**src/sv/lkcr_pkg.sv**
```systemverilog
// Package for the Lehmer keystream rotation cipher: types, constants,
// generator step, seed repair and mod-96 helpers. No dependencies.
package lkcr_pkg;

  localparam int unsigned GEN_W      = 17;
  localparam int unsigned BYTE_W     = 8;
  localparam int unsigned CFG_IDX_W  = 2;
  localparam int unsigned CFG_DATA_W = 17;

  localparam logic [6:0]       GEN_MULT    = 7'd75;
  localparam logic [GEN_W-1:0] GEN_MODULUS = 17'd65537;
  localparam logic [BYTE_W-1:0] PRINT_LOW  = 8'd32;
  localparam logic [7:0]       PRINT_SPAN  = 8'd96;

  // Register indexes
  localparam logic [CFG_IDX_W-1:0] REG_KEY_SEED     = 2'd0;
  localparam logic [CFG_IDX_W-1:0] REG_DECRYPT_MODE = 2'd1;

  // Configuration write, shared by front and back
  typedef struct packed {
    logic                  we;
    logic [CFG_IDX_W-1:0]  idx;
    logic [CFG_DATA_W-1:0] wdata;
  } lkcr_cfg_t;

  // Classified item handed from front to back
  typedef struct packed {
    logic [BYTE_W-1:0] data;
    logic              printable;
    logic [GEN_W-1:0]  gen;
  } lkcr_item_t;

  // Bring a written seed into 1..65536
  function automatic logic [GEN_W-1:0] legal_seed(logic [GEN_W-1:0] v);
    logic [GEN_W-1:0] r;
    r = v;
    if (r >= GEN_MODULUS) begin
      r = r - GEN_MODULUS;
    end
    if (r == '0) begin
      r = 17'd1;
    end
    return r;
  endfunction

  // One generator step: g*75 mod 65537 by folding the high half
  function automatic logic [GEN_W-1:0] gen_advance(logic [GEN_W-1:0] g);
    logic [22:0] prod;
    logic [15:0] lo;
    logic [6:0]  hi;
    logic [GEN_W-1:0] nx;
    prod = 23'(g) * 23'(GEN_MULT);
    lo   = prod[15:0];
    hi   = prod[22:16];
    if (17'(lo) >= 17'(hi)) begin
      nx = 17'(lo) - 17'(hi);
    end else begin
      nx = 17'(lo) + GEN_MODULUS - 17'(hi);
    end
    return nx;
  endfunction

  // v mod 96 = 32*((v>>5) mod 3) + v[4:0]; mod 3 by summing base-4 digits
  function automatic logic [6:0] mod96(logic [GEN_W-1:0] v);
    logic [11:0] h;
    logic [4:0]  s;
    logic [2:0]  t;
    h = v[16:5];
    s = '0;
    for (int i = 0; i < 6; i++) begin
      s = s + 5'(h[2*i +: 2]);
    end
    t = 3'(s[1:0]) + 3'(s[3:2]) + 3'(s[4]);
    if (t >= 3'd6) begin
      t = t - 3'd6;
    end else if (t >= 3'd3) begin
      t = t - 3'd3;
    end
    return {t[1:0], v[4:0]};
  endfunction

endpackage

```
**src/sv/lkcr_front.sv**
```systemverilog
// Front end: holds the generator, advances it per accepted byte and
// classifies the byte. Depends on lkcr_pkg.
module lkcr_front (
  input  logic                         clk_i,
  input  logic                         rst_ni,
  input  lkcr_pkg::lkcr_cfg_t          cfg_i,
  input  logic                         push_i,
  input  logic                         full_i,
  input  logic [lkcr_pkg::BYTE_W-1:0]  in_byte_i,
  output logic                         wr_o,
  output lkcr_pkg::lkcr_item_t         item_o
);
  import lkcr_pkg::*;

  logic [GEN_W-1:0] gen_q, gen_d;
  logic [GEN_W-1:0] gen_next;
  logic             accept;

  assign accept   = push_i && !full_i;
  assign gen_next = gen_advance(gen_q);

  // Seed write reloads; each accepted byte steps the generator
  always_comb begin
    gen_d = gen_q;
    if (cfg_i.we && cfg_i.idx == REG_KEY_SEED) begin
      gen_d = legal_seed(cfg_i.wdata[GEN_W-1:0]);
    end else if (accept) begin
      gen_d = gen_next;
    end
  end

  always_ff @(posedge clk_i or negedge rst_ni) begin
    if (!rst_ni) begin
      gen_q <= 17'd1;
    end else begin
      gen_q <= gen_d;
    end
  end

  // Classify: printable is 32..127
  assign wr_o             = accept;
  assign item_o.data      = in_byte_i;
  assign item_o.printable = !in_byte_i[7] && (in_byte_i[6:5] != 2'b00);
  assign item_o.gen       = gen_next;

endmodule

```
**src/sv/lkcr_queue.sv**
```systemverilog
// Short FIFO between front and back ends.
// Depends on lkcr_pkg for the item type.
module lkcr_queue #(
  parameter int unsigned Depth = 2
) (
  input  logic                  clk_i,
  input  logic                  rst_ni,
  input  logic                  wr_i,
  input  lkcr_pkg::lkcr_item_t  wr_data_i,
  output logic                  full_o,
  input  logic                  rd_i,
  output logic                  valid_o,
  output lkcr_pkg::lkcr_item_t  rd_data_o
);
  import lkcr_pkg::*;

  localparam int unsigned PtrW = $clog2(Depth);
  localparam int unsigned CntW = $clog2(Depth + 1);

  lkcr_item_t        mem [Depth];
  logic [PtrW-1:0]   wr_ptr_q, wr_ptr_d;
  logic [PtrW-1:0]   rd_ptr_q, rd_ptr_d;
  logic [CntW-1:0]   cnt_q, cnt_d;
  logic              do_wr, do_rd;

  assign full_o    = (cnt_q == CntW'(Depth));
  assign valid_o   = (cnt_q != '0);
  assign do_wr     = wr_i && !full_o;
  assign do_rd     = rd_i && valid_o;
  assign rd_data_o = mem[rd_ptr_q];

  // Pointer and count update
  always_comb begin
    wr_ptr_d = wr_ptr_q;
    rd_ptr_d = rd_ptr_q;
    cnt_d    = cnt_q;
    if (do_wr) begin
      wr_ptr_d = (wr_ptr_q == PtrW'(Depth - 1)) ? '0 : wr_ptr_q + 1'b1;
    end
    if (do_rd) begin
      rd_ptr_d = (rd_ptr_q == PtrW'(Depth - 1)) ? '0 : rd_ptr_q + 1'b1;
    end
    if (do_wr && !do_rd) begin
      cnt_d = cnt_q + 1'b1;
    end else if (!do_wr && do_rd) begin
      cnt_d = cnt_q - 1'b1;
    end
  end

  always_ff @(posedge clk_i or negedge rst_ni) begin
    if (!rst_ni) begin
      wr_ptr_q <= '0;
      rd_ptr_q <= '0;
      cnt_q    <= '0;
    end else begin
      wr_ptr_q <= wr_ptr_d;
      rd_ptr_q <= rd_ptr_d;
      cnt_q    <= cnt_d;
    end
  end

  // Storage, no reset
  always_ff @(posedge clk_i) begin
    if (do_wr) begin
      mem[wr_ptr_q] <= wr_data_i;
    end
  end

endmodule

```
**src/sv/lkcr_back.sv**
```systemverilog
// Back end: key byte from the generator value, rotation within the
// printable range, and the result register. Depends on lkcr_pkg.
module lkcr_back (
  input  logic                         clk_i,
  input  logic                         rst_ni,
  input  lkcr_pkg::lkcr_cfg_t          cfg_i,
  input  logic                         q_valid_i,
  input  lkcr_pkg::lkcr_item_t         q_item_i,
  output logic                         q_rd_o,
  input  logic                         pop,
  output logic                         empty,
  output logic [lkcr_pkg::BYTE_W-1:0]  out_byte_o
);
  import lkcr_pkg::*;

  logic              mode_q, mode_d;
  logic              out_valid_q, out_valid_d;
  logic [BYTE_W-1:0] out_byte_q, out_byte_d;
  logic              take;
  logic [6:0]        key;
  logic [6:0]        off;
  logic [7:0]        addend;
  logic [7:0]        sum;
  logic [7:0]        wrapped;

  // Mode register
  always_comb begin
    mode_d = mode_q;
    if (cfg_i.we && cfg_i.idx == REG_DECRYPT_MODE) begin
      mode_d = cfg_i.wdata[0];
    end
  end

  // Pull from the queue when the result slot is free or draining
  assign take   = q_valid_i && (!out_valid_q || pop);
  assign q_rd_o = take;

  // Rotate: forward by key, or backward as forward by 96 - key
  always_comb begin
    key     = mod96(q_item_i.gen);
    off     = 7'(q_item_i.data - PRINT_LOW);
    addend  = mode_q ? (PRINT_SPAN - 8'(key)) : 8'(key);
    sum     = 8'(off) + addend;
    wrapped = (sum >= PRINT_SPAN) ? (sum - PRINT_SPAN) : sum;
    out_byte_d = q_item_i.printable ? (wrapped + PRINT_LOW) : q_item_i.data;
  end

  always_comb begin
    out_valid_d = out_valid_q;
    if (take) begin
      out_valid_d = 1'b1;
    end else if (pop) begin
      out_valid_d = 1'b0;
    end
  end

  always_ff @(posedge clk_i or negedge rst_ni) begin
    if (!rst_ni) begin
      mode_q      <= 1'b0;
      out_valid_q <= 1'b0;
    end else begin
      mode_q      <= mode_d;
      out_valid_q <= out_valid_d;
    end
  end

  always_ff @(posedge clk_i) begin
    if (take) begin
      out_byte_q <= out_byte_d;
    end
  end

  assign empty      = !out_valid_q;
  assign out_byte_o = out_byte_q;

endmodule

```
**src/sv/lehmer_keystream_char_rotate_cipher_top.sv**
```systemverilog
// Top level of the Lehmer keystream rotation cipher.
// Depends on lkcr_pkg, lkcr_front, lkcr_queue and lkcr_back.
//
// Byte-stream cipher, one byte per clock sustained while pop keeps up. Each
// pushed byte steps a modulo-65537 generator (times 75) and a byte in
// 32..127 is rotated within that range by the new generator value mod 96,
// forward when decrypt_mode is 0 and backward when it is 1; other bytes
// pass through but still step the generator. The rate is set by the
// generator's multiply-and-fold loop in the front end. The front and back
// ends are joined by a QUEUE_DEPTH-entry FIFO and the back end has one
// result register; a pushed byte passes both, in that order, before it
// shows at the result side, and up to QUEUE_DEPTH + 1 bytes are held before
// full rises. Writing key_seed (index 0) reloads the generator, with 0 and
// values above 65536 folded into 1..65536; other indexes than 0 and 1 are
// ignored. Configure only while no bytes are in flight.
module lehmer_keystream_char_rotate_cipher_top #(
  parameter int unsigned QUEUE_DEPTH = 2
) (
  input  logic                             clk_i,
  input  logic                             rst_ni,
  input  logic                             cfg_we_i,
  input  logic [lkcr_pkg::CFG_IDX_W-1:0]   cfg_idx_i,
  input  logic [lkcr_pkg::CFG_DATA_W-1:0]  cfg_wdata_i,
  input  logic                             push,
  output logic                             full,
  input  logic [lkcr_pkg::BYTE_W-1:0]      in_byte_i,
  output logic                             empty,
  input  logic                             pop,
  output logic [lkcr_pkg::BYTE_W-1:0]      out_byte_o
);
  import lkcr_pkg::*;

  lkcr_cfg_t  cfg;
  lkcr_item_t wr_item;
  lkcr_item_t rd_item;
  logic       wr;
  logic       q_full;
  logic       q_valid;
  logic       q_rd;

  assign cfg.we    = cfg_we_i;
  assign cfg.idx   = cfg_idx_i;
  assign cfg.wdata = cfg_wdata_i;
  assign full      = q_full;

  // Generator and classification
  lkcr_front u_front (
    .clk_i     (clk_i),
    .rst_ni    (rst_ni),
    .cfg_i     (cfg),
    .push_i    (push),
    .full_i    (q_full),
    .in_byte_i (in_byte_i),
    .wr_o      (wr),
    .item_o    (wr_item)
  );

  // Decoupling FIFO
  lkcr_queue #(
    .Depth (QUEUE_DEPTH)
  ) u_queue (
    .clk_i     (clk_i),
    .rst_ni    (rst_ni),
    .wr_i      (wr),
    .wr_data_i (wr_item),
    .full_o    (q_full),
    .rd_i      (q_rd),
    .valid_o   (q_valid),
    .rd_data_o (rd_item)
  );

  // Rotation and result register
  lkcr_back u_back (
    .clk_i      (clk_i),
    .rst_ni     (rst_ni),
    .cfg_i      (cfg),
    .q_valid_i  (q_valid),
    .q_item_i   (rd_item),
    .q_rd_o     (q_rd),
    .pop        (pop),
    .empty      (empty),
    .out_byte_o (out_byte_o)
  );

endmodule

```
**config.mk**
```make
export PLATFORM = sky130hd
export DESIGN_NAME = lehmer_keystream_char_rotate_cipher_top
export DESIGN_NICKNAME = d
export VERILOG_FILES = /design/src/sv/lkcr_pkg.sv /design/src/sv/lkcr_front.sv /design/src/sv/lkcr_queue.sv /design/src/sv/lkcr_back.sv /design/src/sv/lehmer_keystream_char_rotate_cipher_top.sv
export SDC_FILE = /design/constraint.sdc
export NUM_CORES = 1
export LEC_CHECK = 0
export ABC_AREA = 1
export BUFFER_PORTS_ARGS = -buffer_cell sky130_fd_sc_hd__clkbuf_2
export CORE_MARGIN = 5
export CORE_UTILIZATION = 56
export CTS_CLUSTER_SIZE = 14
export DETAILED_ROUTE_END_ITERATION = 7
export PLACE_DENSITY = 0.71
export SLEW_MARGIN = 15
export SYNTH_ARGS = -nofsm -noshare
export SYNTH_HDL_FRONTEND = slang
export SYNTH_SLANG_ARGS = --single-unit
```
**constraint.sdc**
```tcl
create_clock -name clk_i -period 7.8 [get_ports clk_i]
set_input_delay 0.78 -clock clk_i [delete_from_list [all_inputs] [get_ports clk_i]]
set_output_delay 0.78 -clock clk_i [all_outputs]
set_load 0.01 [all_outputs]
```
Yosys cells after proc, flatten, opt, wreduce, memory -nomap -nowiden

Memories as Yosys holds them, arrays and structs flattened.
Index checks and enable logic that the tools add are counted.

Register bits: 31
RAM bits: 52
Bits of input ports: 32
Word-level logic and storage cells: 79
Memories: 1

Memories:

| name        | depth | width | read ports | clocked after memory_dff | write ports | RTL line         | text |
|---|---|---|---|---|---|---|---|
| u_queue.mem | 2     | 26    | 1          | 0                        | 1           | lkcr_queue.sv:20 | `lkcr_item_t mem [Depth];` |

$add $sub $neg: 22
Multiply operators: 1
$lt $le $gt $ge: 5
Equality and inequality tests: 2
Multiplexer cells: 19
Reductions and logical operators: 22

Operator list:

| kind                   | number |
|---|---|
| $mux 17                | 6 |
| $mux 8                 | 3 |
| $mul 17x7->23 const B  | 1 |
| $add 5x2->5            | 4 |
| $add 16x17->17 const B | 1 |
| $ge 17x17->1 const B   | 1 |
| $logic_not 17->1       | 1 |
| $sub 16x7->17          | 1 |
| $sub 17x17->17 const B | 1 |
| $sub 17x7->17          | 1 |
| $ge 16x7->1            | 1 |
| $reduce_bool 2->1      | 5 |
| $logic_and 1x1->1      | 9 |
| $add 7x8->8            | 1 |
| $add 8x6->8 const B    | 1 |
| $ge 8x7->1 const B     | 1 |
| $mux 2                 | 4 |
| $sub 7x7->8 const A    | 1 |
| $sub 8x7->8 const B    | 1 |
| $sub 7x6->7 const B    | 1 |
| $add 2x2->3            | 2 |
| $mux 1                 | 6 |
| $logic_not 1->1        | 5 |
| $sub 2x2->2 const B    | 2 |
| 10 further kinds       | 11 |

Depth between registers and ports, before layout

An unclocked memory read counts as a cell.

Depth in word-level cells: 18
Gate-level depth with buffers: 38
Depth with buffers taken out: 36

Hierarchy

Synthesis repeated with hierarchy kept, for this count alone.

Cell total of the unflattened synthesis: 1070
Area total of the unflattened synthesis: 8764.7 um^2

By module, submodules not included:

| module     | times used | cells an instance | area an instance (um^2) | seq. area each (um^2) |
|---|---|---|---|---|
| lkcr_front | 1          | 714               | 5108.6                  | 426.7 |
| lkcr_queue | 1          | 167               | 2185.8                  | 1661.6 |
| lkcr_back  | 1          | 189               | 1470.2                  | 290.3 |

Worst setup path after synthesis

OpenSTA, ideal clock, no wires.

Kind: flip-flop to flip-flop
Start point: register u_queue.rd_ptr_q
End point: register u_back.out_byte_q[7] (netlist: u_back.out_byte_o[7]) (data pin)
Library setup time: 0.253 ns
Arrival time: 6.737 ns
Required time: 7.547 ns
Slack: 0.810 ns
Stages on the path, launching flop included: 35
Clock period less this slack: 6.990 ns
Cells stage by stage: dfrtp_1 > buf_4 > inv_2 > clkbuf_1 > nand2_1 > nand2_1 > ha_1 > inv_1 > fa_1 > fa_1 > fa_1 > inv_1 > fa_1 > xnor2_1 > fa_1 > inv_1 > fa_1 > ha_1 > nor2_1 > nand2_1 > nand2_1 > xor2_1 > o21ai_0 > xnor2_1 > ha_1 > a21oi_1 > o21ai_0 > a21oi_1 > xor2_1 > nor2_1 > a2bb2oi_1 > ha_1 > nand3b_1 > nand3_1 > nand2_1

Longest elaborated chain between the ends: 18

Ends and longest elaborated chain:

| item                                             | RTL line                       | text |
|---|---|---|
| start, declared                                  | lkcr_queue.sv:22               | `logic [PtrW-1:0] rd_ptr_q, rd_ptr_d;` |
| start signal, assigned                           | lkcr_queue.sv:57               | `rd_ptr_q <= rd_ptr_d;` |
| $mem_v2 2x26 *                                   | --                             |  |
| $add 2x2->3                                      | lkcr_pkg.sv:71                 | `s = s + 5'(h[2*i +: 2]);` |
| $add 5x2->5 (4 in series)                        | lkcr_pkg.sv:71                 |  |
| $add 2x2->3                                      | lkcr_pkg.sv:73                 | `t = 3'(s[1:0]) + 3'(s[3:2]) + 3'(s[4]);` |
| $add 3x1->3                                      | lkcr_pkg.sv:73                 |  |
| $ge 3x2->1 / $sub 2x2->2 (equally long branches) | lkcr_pkg.sv:76, lkcr_pkg.sv:77 |  |
| $mux 2                                           | lkcr_pkg.sv:76                 | `end else if (t >= 3'd3) begin` |
| $mux 2                                           | lkcr_pkg.sv:74                 | `if (t >= 3'd6) begin` |
| $sub 7x7->8                                      | lkcr_back.sv:42                | `addend = mode_q ? (PRINT_SPAN - 8'(key)) : 8'(key);` |
| $mux 8                                           | lkcr_back.sv:42                |  |
| $add 7x8->8                                      | lkcr_back.sv:43                | `sum = 8'(off) + addend;` |
| $sub 8x7->8 / $ge 8x7->1 (equally long branches) | lkcr_back.sv:44                | `wrapped = (sum >= PRINT_SPAN) ? (sum - PRINT_SPAN) : sum;` |
| $mux 8                                           | lkcr_back.sv:44                |  |
| $add 8x6->8                                      | lkcr_back.sv:45                | `out_byte_d = q_item_i.printable ? (wrapped + PRINT_LOW) : q_item_i.data;` |
| $mux 8 *                                         | lkcr_back.sv:45                |  |
| named net u_back.out_byte_d[7]                   | lkcr_back.sv:18                | `logic [BYTE_W-1:0] out_byte_q, out_byte_d;` |
| end signal, assigned                             | lkcr_back.sv:69                | `out_byte_q <= out_byte_d;` |
| end, declared                                    | lkcr_back.sv:18                |  |

Mark *: on every way through the listed nets, which the timed path passes. The rest lies on a longest branch.
A chain may end at the register's enable or synchronous reset.

Worst setup path in the final report

Same ends and word-level chain as after synthesis.

==> flow_metrics.env <==
export IMPL_yosysWarningCount=0
export IMPL_synth_most_common_cell="nand2_1"
export IMPL_synth_top_area_cell="edfxtp_1"
export IMPL_insertedDiodeCount=0
export IMPL_clock_latency_ns=0.33
export IMPL_max_stage_delay_ns=0.54
export IMPL_route_detailed_drc=0
export IMPL_path_max_fanout=18
export IMPL_synth_seq_cells=83
export IMPL_io_buffers=41
export IMPL_grt_pass1_vias=6992
export IMPL_tightest_slew_ns=1.119
export IMPL_grt_max_degree=27
export IMPL_hold_viol=0
export IMPL_max_slew_margin_pct=25.37
export IMPL_grt_overflow_total=0
export IMPL_fin_skew_ns=0.007322
export IMPL_r2r_start="u_queue.rd_ptr_q"
export IMPL_hp_class="in -> async"
export IMPL_whs_ns=0.4452
export IMPL_vias=7382
export IMPL_crit_path_start_kind="flip-flop"
export IMPL_die_h_um=137.1
export IMPL_worstRegToRegCells=32
export IMPL_yosys_top_cells_area="edfxtp_1, ha_1, nand2_1"
export IMPL_cts_max_path_buffers=2
export IMPL_wire_per_inst_um=14.26
export IMPL_die_width_um=137.1
export IMPL_fill_cells=1423
export IMPL_worst_ep_arrival_time_ns=7.21
export IMPL_dieArea_um2=18790
export IMPL_syn_area_um2=9041
export IMPL_yosysTopAreaCellShare_pct=19.93
export IMPL_multiInputGateArea_um2=5814
export IMPL_clkTransAtPathRegs_ns=0.06
export IMPL_grtUsageTotal_pct=22.19
export IMPL_finalSetupViolCount=0
export IMPL_antenna_found_initial=0
export IMPL_place_ws_ns=0.6557
export IMPL_required_ns=7.89
export IMPL_seq_area_um2=2379
export IMPL_initial_utilization_pct=56.92
export IMPL_root_buffer="clkbuf_16"
export IMPL_yosys_top_cells_count="nand2_1, inv_1, ha_1"
export IMPL_cts_hold_buf=0
export IMPL_cts_htree_levels=3
export IMPL_crit_top_cell="fa_1"
export IMPL_first_pass_iters=5
export IMPL_worst_slack_ns=0.6786
export IMPL_syn_inst=1147
export IMPL_seq_area_frac_synth_pct=26.31
export IMPL_dp_cells=1391
export IMPL_ant_nets=0
export IMPL_slew_violations=0
export IMPL_grt_first_pass_wirelength_um=33140
export IMPL_rows=46
export IMPL_status="complete, no violations"
export IMPL_final_nets=1373
export IMPL_vias_per_cell=5.247
export IMPL_rsz0062_at_grt="false"
export IMPL_area_delta_synth_final_pct=7.833
export IMPL_synth_nets=1334
export IMPL_final_cells=1407
export IMPL_drive_above_1_share_pct=8.984
export IMPL_syn_area_per_cell_um2=7.882
export IMPL_cts_resized_gates=0
export IMPL_fmax_ghz=0.1404
export IMPL_clock_sinks=83
export IMPL_pin_count=42
export IMPL_cts_tree="built"
export IMPL_dr_first_iter_drc_count=556
export IMPL_core_um2=15890
export IMPL_dp_hpwl_um=16680
export IMPL_ys_dominant_reg_cell="edfxtp_1"
export IMPL_gp_congestion=0.9088
export IMPL_yosysUniqueCellTypes=53
export IMPL_slowest_stage="fa_1"
export IMPL_async_reset_ff_share_pct=27.71
export IMPL_period_minus_slack_ns=7.121
export IMPL_timing_max_cap_violations=0
export IMPL_routed_wirelength_um=20060
export IMPL_end_kind="flip-flop"
export IMPL_r2r_slack_ns=0.68
export IMPL_setup_tns_ns=0
export IMPL_criticalPathCategory="reg -> reg"
export IMPL_cts_setup_buffers=0
export IMPL_min_period_over_period_pct=91.30
export IMPL_synth_edff_count=60
export IMPL_numCtsBuffers=9
export IMPL_r2r_end="u_back.out_byte_o[7]"
cells in the final DEF (no fill, tap or decap), types with 3 or more instances in the layout:
cell type / synthesis / final
nor3_1: 7 / 7
nand3_2: 4 / 4
nand2_2: 5 / 5
xor2_1: 39 / 39
o21bai_1: 5 / 5
mux2i_1: 8 / 8
a21oi_1: 60 / 60
xnor2_1: 21 / 21
o22ai_1: 4 / 4
a21oi_2: 6 / 6
a31oi_1: 5 / 5
inv_1: 192 / 192
clkbuf_16: 0 / 9
dfrtp_1: 22 / 22
o211ai_1: 3 / 3
o21ai_1: 7 / 7
edfxtp_1: 60 / 60
nand2_1: 282 / 282
nand3b_1: 10 / 10
nand3_1: 62 / 62
nor2_1: 97 / 95
fa_1: 41 / 41
inv_2: 4 / 4
ha_1: 114 / 114
o31ai_1: 3 / 3
nand4_1: 12 / 12
nor2_2: 2 / 4
clkbuf_2: 0 / 41
o21ai_0: 21 / 21
buf_4: 2 / 4
o21ai_2: 6 / 6
nand2_4: 4 / 4
worst max-delay path: cells and delay by family (launching register included):
kind	cells	cell delay, ns
xor+xnor	4	0.76
flops	1	0.40
fa+ha+maj	10	3.73
simple gates	9	0.81
buf+inv	4	0.44
compound gates	5	0.74
how the worst max path moves through the flow:
| stage | from | to | depth (start not counted) |
|---|---|---|---|
| 6_report | u_queue.rd_ptr_q | u_back.out_byte_o[7] | 32 |
| 4_1_cts | u_queue.rd_ptr_q | u_back.out_byte_o[7] | 32 |
| 3_5_place_dp | u_queue.rd_ptr_q | u_back.out_byte_o[7] | 32 |
| 3_3_place_gp | u_queue.rd_ptr_q | u_back.out_byte_o[7] | 32 |
| 5_1_grt | u_queue.rd_ptr_q | u_back.out_byte_o[7] | 34 |
| 2_1_floorplan | u_queue.rd_ptr_q | u_back.out_byte_o[7] | 34 |
flip-flops by register name (all words and copies together) (netlist names):
name,cells
u_queue.rd_ptr_q,1
u_queue.cnt_q,2
u_front.gen_q,17
u_queue.wr_ptr_q,1
u_back.mode_q,1
u_back.out_byte_o,8
u_back.out_valid_q,1
u_queue.mem,52
layer usage:
metal / vias up / routed length (µm) / track usage [%]
li1: 3781 / - / -
met1: 3428 / 9373 / 30.62
met2: 147 / 9532 / 36.95
met3: 26 / 735 / 2.868
met4: 0 / 423 / 5.820
met5: - / 0 / 0
per-stage QoR:
step                      instance area (µm²)  utilization [%]
after floorplan                          9041                -
after global placement                   9449            59.48
after detailed placement                 9449            59.48
after CTS                                9749            61.37
after global routing                     9749            61.37
final                                    9749            61.37
final cells by class:
cell class / instances / area share, %
clock buffer: 9 / 2.310
clock inverter: 7 / 0.7700
inverter: 198 / 7.700
multi-input combinational: 849 / 59.64
sequential: 83 / 24.40
tap: 216 / 2.772
timing repair buffer: 45 / 2.413
cell families (layout without fill, tap and decap cells):
| group | after synthesis | in the layout | share of synthesized area (%) |
|---|---|---|---|
| muxes | 8 | 8 | 0.8857 |
| xor gates and xnor gates | 60 | 60 | 5.812 |
| adders and majority gates | 155 | 155 | 24.85 |
| AOI/OAI and AO/OA | 129 | 129 | 8.691 |
| buffers and inverters | 215 | 259 | 9.438 |
| DFF | 83 | 83 | 26.31 |
| and+or+nand+nor | 497 | 497 | 24.01 |
Power is not shown: default switching activity piles up to over one toggle a cycle in this logic, so the estimate is an artifact.
